$ cat src/rtl/tcd_pkg.sv
// shared types, codes and helpers for the timed cue dispatcher
package tcd_pkg;

  localparam int MAX_CUES = 16;
  localparam int IDX_W    = $clog2(MAX_CUES);
  localparam int CNT_W    = $clog2(MAX_CUES + 1);
  localparam int NUM_CHANNELS = 4;
  localparam int MODE_SHIFT   = 12;
  localparam logic [11:0] VALUE_MASK = 12'hFFF;

  localparam logic [1:0] REQ_LOAD  = 2'd0;
  localparam logic [1:0] REQ_START = 2'd1;
  localparam logic [1:0] REQ_TICK  = 2'd2;
  localparam logic [1:0] REQ_STOP  = 2'd3;

  localparam logic [1:0] ACT_CLEAR    = 2'd0;
  localparam logic [1:0] ACT_FILL     = 2'd1;
  localparam logic [1:0] ACT_BLACKOUT = 2'd2;

  localparam logic [3:0] MODE_ALWAYS    = 4'd0;
  localparam logic [3:0] MODE_ID_EQ     = 4'd1;
  localparam logic [3:0] MODE_GROUP_EQ  = 4'd2;
  localparam logic [3:0] MODE_BIT_SET   = 4'd3;
  localparam logic [3:0] MODE_ID_NE     = 4'd4;
  localparam logic [3:0] MODE_GROUP_NE  = 4'd5;
  localparam logic [3:0] MODE_BIT_CLEAR = 4'd6;

  localparam logic [1:0] CFG_UNIT_ID    = 2'd0;
  localparam logic [1:0] CFG_UNIT_GROUP = 2'd1;
  localparam logic [1:0] CFG_CUE_COUNT  = 2'd2;

  typedef struct packed {
    logic [15:0] group_word;
    logic [1:0]  action;
    logic [7:0]  channel;
    logic [7:0]  red;
    logic [7:0]  green;
    logic [7:0]  blue;
  } cue_t;

  typedef struct packed {
    logic        adv;
    logic        kill;
    logic        begin_scan;
    logic        clear_fired;
    logic [31:0] now;
  } cell_ctl_t;

  typedef struct packed {
    logic       hit;
    logic       led;
    logic [3:0] mask;
    logic [7:0] red;
    logic [7:0] green;
    logic [7:0] blue;
  } cell_res_t;

  function automatic logic group_match(input logic [15:0] gw, input logic [11:0] uid,
                                       input logic [3:0] ugrp);
    logic [3:0]  mode;
    logic [11:0] value;
    logic [15:0] value_ext;
    logic        bit_on;
    logic        m;
    mode      = gw[15:MODE_SHIFT];
    value     = gw[11:0] & VALUE_MASK;
    // group numbers above the value width see a clear bit
    value_ext = {4'd0, value};
    bit_on    = value_ext[ugrp];
    case (mode)
      MODE_ALWAYS:    m = 1'b1;
      MODE_ID_EQ:     m = (uid == value);
      MODE_GROUP_EQ:  m = ({8'd0, ugrp} == value);
      MODE_BIT_SET:   m = bit_on;
      MODE_ID_NE:     m = (uid != value);
      MODE_GROUP_NE:  m = ({8'd0, ugrp} != value);
      MODE_BIT_CLEAR: m = !bit_on;
      default:        m = 1'b0;
    endcase
    return m;
  endfunction

endpackage

$ cat src/rtl/tcd_cell.sv
// one cue slot of the scan chain: entry storage, fired mark and scan token
module tcd_cell (
  input  logic                clk,
  input  logic                rst,
  input  tcd_pkg::cell_ctl_t  ctl,
  input  logic                wr_en,
  input  logic [31:0]         wr_start,
  input  tcd_pkg::cue_t       wr_cue,
  input  logic [11:0]         unit_id,
  input  logic [3:0]          unit_group,
  input  logic                tok_in,
  output logic                tok_out,
  output tcd_pkg::cell_res_t  res
);
  import tcd_pkg::*;

  logic [31:0] cue_start;
  cue_t        cue;
  logic        fired;
  logic        token;
  logic        hit;
  logic        matched;
  logic        ch_ok;
  logic [7:0]  ch_m1;

  always_ff @(posedge clk) begin
    if (wr_en) begin
      cue_start <= wr_start;
      cue       <= wr_cue;
    end
  end

  always_ff @(posedge clk) begin
    if (rst || ctl.kill) begin
      token <= 1'b0;
    end else if (ctl.adv || ctl.begin_scan) begin
      token <= tok_in;
    end
  end

  always_ff @(posedge clk) begin
    if (rst || ctl.clear_fired) begin
      fired <= 1'b0;
    end else if (hit) begin
      fired <= 1'b1;
    end
  end

  assign tok_out = token;

  always_comb begin
    hit     = token && ctl.adv && !fired && (cue_start <= ctl.now);
    matched = group_match(cue.group_word, unit_id, unit_group);
    ch_ok   = (cue.channel >= 8'd1) && (cue.channel <= 8'(NUM_CHANNELS));
    ch_m1   = cue.channel - 8'd1;
    res     = '0;
    res.hit = hit;
    if (hit && matched) begin
      if (cue.action == ACT_BLACKOUT) begin
        res.led  = 1'b1;
        res.mask = 4'hF;
      end else if ((cue.action == ACT_CLEAR || cue.action == ACT_FILL) && ch_ok) begin
        res.led  = 1'b1;
        res.mask = 4'd1 << ch_m1[1:0];
        if (cue.action == ACT_FILL) begin
          res.red   = cue.red;
          res.green = cue.green;
          res.blue  = cue.blue;
        end
      end
    end
  end

endmodule

$ cat src/rtl/timed_cue_dispatcher.sv
// timed cue dispatcher top level: request decode, scan control and result register
// Requests arrive on the in channel (in_valid / in_stall): load an entry, start,
// tick or stop. Each request yields a run of results on the out channel
// (out_valid / out_stall); the final result of a run has last set and carries
// the status (is_playing, complete, fired_total).
// A load, start or stop is accepted, then the status state loads the status result.
// A tick while playing walks a token down a row of cue cells, one cell per cycle
// while the output can take a result, over the active cue count (at most
// 16); each due, unfired cue with a matching group, valid action and channel
// emits an LED result in table order. A new request is taken only after the
// previous run's last result has been loaded into the output register.
// The output register holds a result while out_stall is high, and the scan
// pauses until it can take the next one.
// Configuration writes (cfg_valid / cfg_ready, always ready) set unit_id, unit_group
// and cue_count; the user must write them between requests, the block does not check.
// Reset (rst, synchronous) stops playback, clears the fired marks, the fired
// count and out_valid; cue_count returns to 1. Table entries hold
// nothing defined until loaded.
module timed_cue_dispatcher (
  input  logic        clk,
  input  logic        rst,
  input  logic        cfg_valid,
  output logic        cfg_ready,
  input  logic [1:0]  cfg_index,
  input  logic [11:0] cfg_data,
  input  logic        in_valid,
  output logic        in_stall,
  input  logic [1:0]  req_type,
  input  logic [3:0]  cue_index,
  input  logic [31:0] start_time,
  input  logic [15:0] group_word,
  input  logic [1:0]  action,
  input  logic [7:0]  channel,
  input  logic [7:0]  red,
  input  logic [7:0]  green,
  input  logic [7:0]  blue,
  input  logic [31:0] tick_time,
  output logic        out_valid,
  input  logic        out_stall,
  output logic [3:0]  channel_mask,
  output logic [7:0]  out_red,
  output logic [7:0]  out_green,
  output logic [7:0]  out_blue,
  output logic        led_valid,
  output logic        is_playing,
  output logic        complete,
  output logic [4:0]  fired_total,
  output logic        last
);
  import tcd_pkg::*;

  typedef enum logic [2:0] {
    ST_IDLE   = 3'b001,
    ST_SCAN   = 3'b010,
    ST_STATUS = 3'b100
  } state_t;

  state_t      state;
  state_t      state_next;
  logic [11:0] unit_id;
  logic [3:0]  unit_group;
  logic [4:0]  cue_count;
  logic [CNT_W-1:0] fired_count;
  logic        playing;
  logic        chk;
  logic [31:0] now;
  logic [IDX_W-1:0] pos;

  logic [CNT_W-1:0] n_act;
  logic        in_acc;
  logic        out_free;
  logic        adv;
  logic        last_step;
  logic        tick_go;
  logic        start_go;
  logic        stop_go;
  logic        status_go;
  logic        cmp;
  cell_ctl_t   ctl;
  cue_t        wr_cue;
  cell_res_t   res [MAX_CUES];
  cell_res_t   sel;
  logic [MAX_CUES:0] tok;

  assign cfg_ready = 1'b1;

  always_ff @(posedge clk) begin
    if (rst) begin
      unit_id    <= '0;
      unit_group <= '0;
      cue_count  <= 5'd1;
    end else if (cfg_valid) begin
      unique case (cfg_index)
        CFG_UNIT_ID:    unit_id    <= cfg_data;
        CFG_UNIT_GROUP: unit_group <= cfg_data[3:0];
        CFG_CUE_COUNT:  cue_count  <= cfg_data[4:0];
        default: ;
      endcase
    end
  end

  always_comb begin
    n_act     = (CNT_W'(cue_count) > CNT_W'(MAX_CUES)) ? CNT_W'(MAX_CUES) : CNT_W'(cue_count);
    in_stall  = (state != ST_IDLE);
    in_acc    = in_valid && !in_stall;
    out_free  = !out_valid || !out_stall;
    adv       = (state == ST_SCAN) && out_free;
    last_step = adv && (pos == IDX_W'(n_act - CNT_W'(1)));
    tick_go   = in_acc && (req_type == REQ_TICK) && playing && (n_act != '0);
    start_go  = in_acc && (req_type == REQ_START) && (n_act != '0);
    stop_go   = in_acc && (req_type == REQ_STOP);
    status_go = (state == ST_STATUS) && out_free;
    cmp       = chk && (fired_count >= n_act);

    ctl.adv         = adv;
    ctl.kill        = last_step;
    ctl.begin_scan  = tick_go;
    ctl.clear_fired = start_go;
    ctl.now         = now;

    wr_cue.group_word = group_word;
    wr_cue.action     = action;
    wr_cue.channel    = channel;
    wr_cue.red        = red;
    wr_cue.green      = green;
    wr_cue.blue       = blue;
  end

  assign tok[0] = tick_go;

  for (genvar i = 0; i < MAX_CUES; i++) begin : g_cell
    tcd_cell u_cell (
      .clk        (clk),
      .rst        (rst),
      .ctl        (ctl),
      .wr_en      (in_acc && (req_type == REQ_LOAD) && (cue_index == IDX_W'(i))),
      .wr_start   (start_time),
      .wr_cue     (wr_cue),
      .unit_id    (unit_id),
      .unit_group (unit_group),
      .tok_in     (tok[i]),
      .tok_out    (tok[i+1]),
      .res        (res[i])
    );
  end

  // only the token holder drives a non-zero result
  always_comb begin
    sel = '0;
    for (int i = 0; i < MAX_CUES; i++) begin
      sel = sel | res[i];
    end
  end

  always_comb begin
    state_next = state;
    unique case (state)
      ST_IDLE:   if (in_acc) state_next = tick_go ? ST_SCAN : ST_STATUS;
      ST_SCAN:   if (last_step) state_next = ST_STATUS;
      ST_STATUS: if (out_free) state_next = ST_IDLE;
      default:   state_next = ST_IDLE;
    endcase
  end

  always_ff @(posedge clk) begin
    if (rst) begin
      state       <= ST_IDLE;
      fired_count <= '0;
      playing     <= 1'b0;
      chk         <= 1'b0;
    end else begin
      state <= state_next;
      if (in_acc) begin
        chk <= (req_type == REQ_TICK) && playing;
      end
      if (start_go) begin
        fired_count <= '0;
      end else if (sel.hit) begin
        fired_count <= fired_count + CNT_W'(1);
      end
      if (start_go) begin
        playing <= 1'b1;
      end else if (stop_go) begin
        playing <= 1'b0;
      end else if (status_go && cmp) begin
        playing <= 1'b0;
      end
    end
  end

  always_ff @(posedge clk) begin
    if (tick_go) begin
      now <= tick_time;
      pos <= '0;
    end else if (adv) begin
      pos <= pos + IDX_W'(1);
    end
  end

  always_ff @(posedge clk) begin
    if (rst) begin
      out_valid <= 1'b0;
    end else if ((adv && sel.led) || status_go) begin
      out_valid <= 1'b1;
    end else if (!out_stall) begin
      out_valid <= 1'b0;
    end
  end

  always_ff @(posedge clk) begin
    if (adv && sel.led) begin
      channel_mask <= sel.mask;
      out_red      <= sel.red;
      out_green    <= sel.green;
      out_blue     <= sel.blue;
      led_valid    <= 1'b1;
      is_playing   <= playing;
      complete     <= 1'b0;
      fired_total  <= 5'(fired_count + CNT_W'(1));
      last         <= 1'b0;
    end else if (status_go) begin
      channel_mask <= '0;
      out_red      <= '0;
      out_green    <= '0;
      out_blue     <= '0;
      led_valid    <= 1'b0;
      is_playing   <= playing && !cmp;
      complete     <= cmp;
      fired_total  <= 5'(fired_count);
      last         <= 1'b1;
    end
  end

endmodule
$ cat config.mk
export PLATFORM = sky130hd
export DESIGN_NAME = timed_cue_dispatcher
export DESIGN_NICKNAME = d
export VERILOG_FILES = /design/src/rtl/tcd_pkg.sv /design/src/rtl/tcd_cell.sv /design/src/rtl/timed_cue_dispatcher.sv
export SDC_FILE = /design/constraint.sdc
export NUM_CORES = 2
export LEC_CHECK = 0
export ABC_AREA = 1
export BUFFER_PORTS_ARGS = -buffer_cell sky130_fd_sc_hd__buf_2
export CAP_MARGIN = 20
export CORE_UTILIZATION = 30
export CTS_CLUSTER_DIAMETER = 30
export DETAILED_ROUTE_END_ITERATION = 10
export SYNTH_ARGS = -nofsm -noshare
export SYNTH_HDL_FRONTEND = slang
export SYNTH_SLANG_ARGS = --single-unit
$ cat constraint.sdc
create_clock -name clk -period 6.1 [get_ports clk]
set_clock_uncertainty 0.1 [all_clocks]
set_input_delay 1.22 -clock clk [delete_from_list [all_inputs] [get_ports clk]]
set_output_delay 1.22 -clock clk [all_outputs]
set_load 0.005 [all_outputs]
==> results_dict.tcl <==
set metrics [dict create \
    fillers 24213 \
    mostFrequentLayoutCells "2181 x nand2_1, 1378 x edfxtp_1, 693 x nand3_1" \
    remaining_drc_errors 0 \
    seq_area_sq_um 42800 \
    cts_resized 0 \
    critical_path_arrival_ps 5120 \
    cts_buffers 337 \
    htree_levels 5 \
    post-route-period-util_pct 76.1 \
    drtIter0Drc 6111 \
    final_common_cell "nand2_1" \
    die_area_sq_um 252000 \
    yosys.area.top_type_share_pct 55.3 \
    synth_area_sq_um 74900 \
    cts_setup_buffers 0 \
    period_minus_slack_ps 4640 \
    slew_headroom_pct 22.9 \
    ys_types 48 \
    finalWorstSetupSlack_ps 1460 \
    slew_viol_final 0 \
    grt_usage_pct 19.0 \
    synth-seq-cells 1449 \
    start_kind "flip-flop" \
    reg2reg_depth 15 \
    muxShareOfSynthArea_pct 0 \
    yosys.area_share.simple_pct 21.6 \
    place_hpwl_um 158000 \
    clkLatencyLatePin_ps 940 \
    wl_met1_um 101000 \
    setup_viol 0 \
    holdPathStages 2 \
    fp.dieH_um 502 \
    dr_wl_met2_um 110000 \
    holdCritPathClass "reg2reg" \
    grt_setup_unrepaired "false" \
    yosysWarnings 0 \
    synth_edf_count 1378 \
    yosys-top-cells-area "edfxtp_1 55%, nand2_1 11%, ha_1 8.7%" \
    pre_cts_slack_ps 1430 \
    grt_start_max_net_pins 83 \
    fin_nets 8689 \
    clock_path_buffers 4 \
    p_per_area_nw_per_um2 321 \
    yosysTopAreaCell "edfxtp_1" \
    synthXorXnorAreaFrac_pct 0.958 \
    cts_root_buffer "clkbuf_16" \
    leakage_nw 36.5 \
    holdWs_ps 349 \
    ir_drop_mv 0.297 \
    synth_top_family_by_area "simple AND/OR/NAND/NOR gates" \
    fin_tns_setup_ps 0 \
    cts_sinks 1449 \
    wl_per_cell_um 21.0 \
    synth_adder_area_share_pct 8.69 \
    drive_above_1_share_pct 11.7 \
    endpoint_kind "flip-flop" \
    core-area_sq_um 248000 \
    ant_nets 0 \
    cts_tree "built" \
    boundaryPins 179 \
    cts_hold_buf 0 \
    syn_inst 7648 \
    row_count 183 \
    area_growth_pct 20.9 \
    multiInputGateArea_sq_um 28500 \
    async_reset_ff_share_pct 0 \
    wl_um 244000 \
    wl_met3_um 22400 \
    path_max_fanout 20 \
    synth_ff_type "edfxtp_1" \
    highest_layer "met5" \
    firstDrtPassIters 8 \
    overflow 0 \
    avgSynthCellArea_sq_um 9.79 \
    place.gp.congestion 0.904 \
    path_class "reg2reg" \
    num_vias 58616 \
    initial_core_util_pct 30.1 \
    maxCapViolCount 0 \
    hold_viol_final 0 \
    required_ps 6590 \
    grt_pass1_wl_um 357000 \
    worst_pin_slew_ps 1140 \
    status "completed" \
    io_buffers 177 \
    max_freq_mhz 216 \
    yosysSeqAreaShare_pct 57.2 \
    die_w_um 502 \
    avgViaCountPerCell 5.04 \
    post-route-util_pct 36.4 \
    grt_antenna_before_repair 25 \
    clkSlewWorstSetupHoldPaths_ps 40 \
    synth-compound-area-share_pct 6.55 \
    grt_pass1_vias 56500 \
    syn_nets 8307 \
]
-- critical path: stages, from the launching register on --
cell and delay, ps:
edfxtp_1 350, inv_1 570, ha_1 270, nand2_1 60, nor2_1 230, nand2_1 170
nor4_1 610, nand4_1 180, a21oi_1 600, nand3_1 300, nand2_1 170, nor2_1 60
nand2_1 70, nor2_2 90, nand2_2 90, buf_4 390
-- routing by layer --
layer,vias up,GRT usage (%)
li1,27308,-
met1,28100,24.8
met2,2654,30.1
met3,538,3.94
met4,16,8.93
met5,-,0
-- cell type report --
type,instances,share of cell area (%)
Multi-Input combinational cell,5351,31.5
Clock buffer,389,9.68
Clock inverter,198,2.23
Inverter,612,2.54
Tap cell,3330,4.60
Sequential cell,1449,47.3
Antenna cell,17,0.0470
Timing Repair Buffer,279,2.12
-- kinds of logic after synthesis --
logic type / Yosys count
AO/OA/AOI/OAI: 898
XOR/XNOR: 81
other: 1
AND/OR/NAND/NOR: 3851
flip-flops: 1449
adder cells (fa/ha/maj): 520
buffers and inverters: 848
-- sequential cells by signal, summed over array words and instances (netlist names) --
register,flops
state,3
led_valid,1
channel_mask,4
pos,4
g_cell.u_cell.tok_out,16
fired_count,5
out_valid,1
unit_group,4
out_red,8
unit_id,12
playing,1
complete,1
last,1
now,32
cue_count,5
out_green,8
g_cell.u_cell.cue,800
g_cell.u_cell.fired,16
fired_total,5
out_blue,8
chk,1
g_cell.u_cell.cue_start,512
is_playing,1
-- worst paths after layout --
check	startpoint	end	slack, ps
worst max-delay path	now[29]$_DFFE_PP_	out_blue[4]$_SDFFCE_PN0P_	1460
worst min-delay path	g_cell[6].u_cell.fired$_SDFFE_PP0P_	g_cell[6].u_cell.fired$_SDFFE_PP0P_	350
worst max register to register	now[29]$_DFFE_PP_	out_blue[4]$_SDFFCE_PN0P_	1460
worst min register to register	g_cell[6].u_cell.fired$_SDFFE_PP0P_	g_cell[6].u_cell.fired$_SDFFE_PP0P_	350
-- stage by stage --
stage,cell area (sq um),power [mW],cells
final,90500,29.1,11625
after global routing,90500,29.8,11622
after CTS,90400,29.2,11607
after detailed placement,79700,12.1,11020
after global placement,79600,12.1,11017
after floorplan,74900,11.6,7648
-- cell usage after synthesis, types with 38 or more instances --
cell and number:
nand2_1 2181, edfxtp_1 1378, nand3_1 693, nor2_1 656
inv_1 562, ha_1 520, a21oi_1 405, o21ai_0 261
nand4_1 102, buf_2 79, o211ai_1 78, nor3_1 77
dfxtp_1 71, o21ai_1 69, clkbuf_1 66, xor2_1 61
inv_2 49, nor2_2 42, buf_6 39, buf_4 38
-- where the power goes --
| group | internal [mW] | switching (mW) |
|---|---|---|
| clock network | 11.6 | 5.55 |
| registers | 11.0 | 0.0534 |
| logic | 0.223 | 0.696 |
Power figures use the tool's default switching activity.
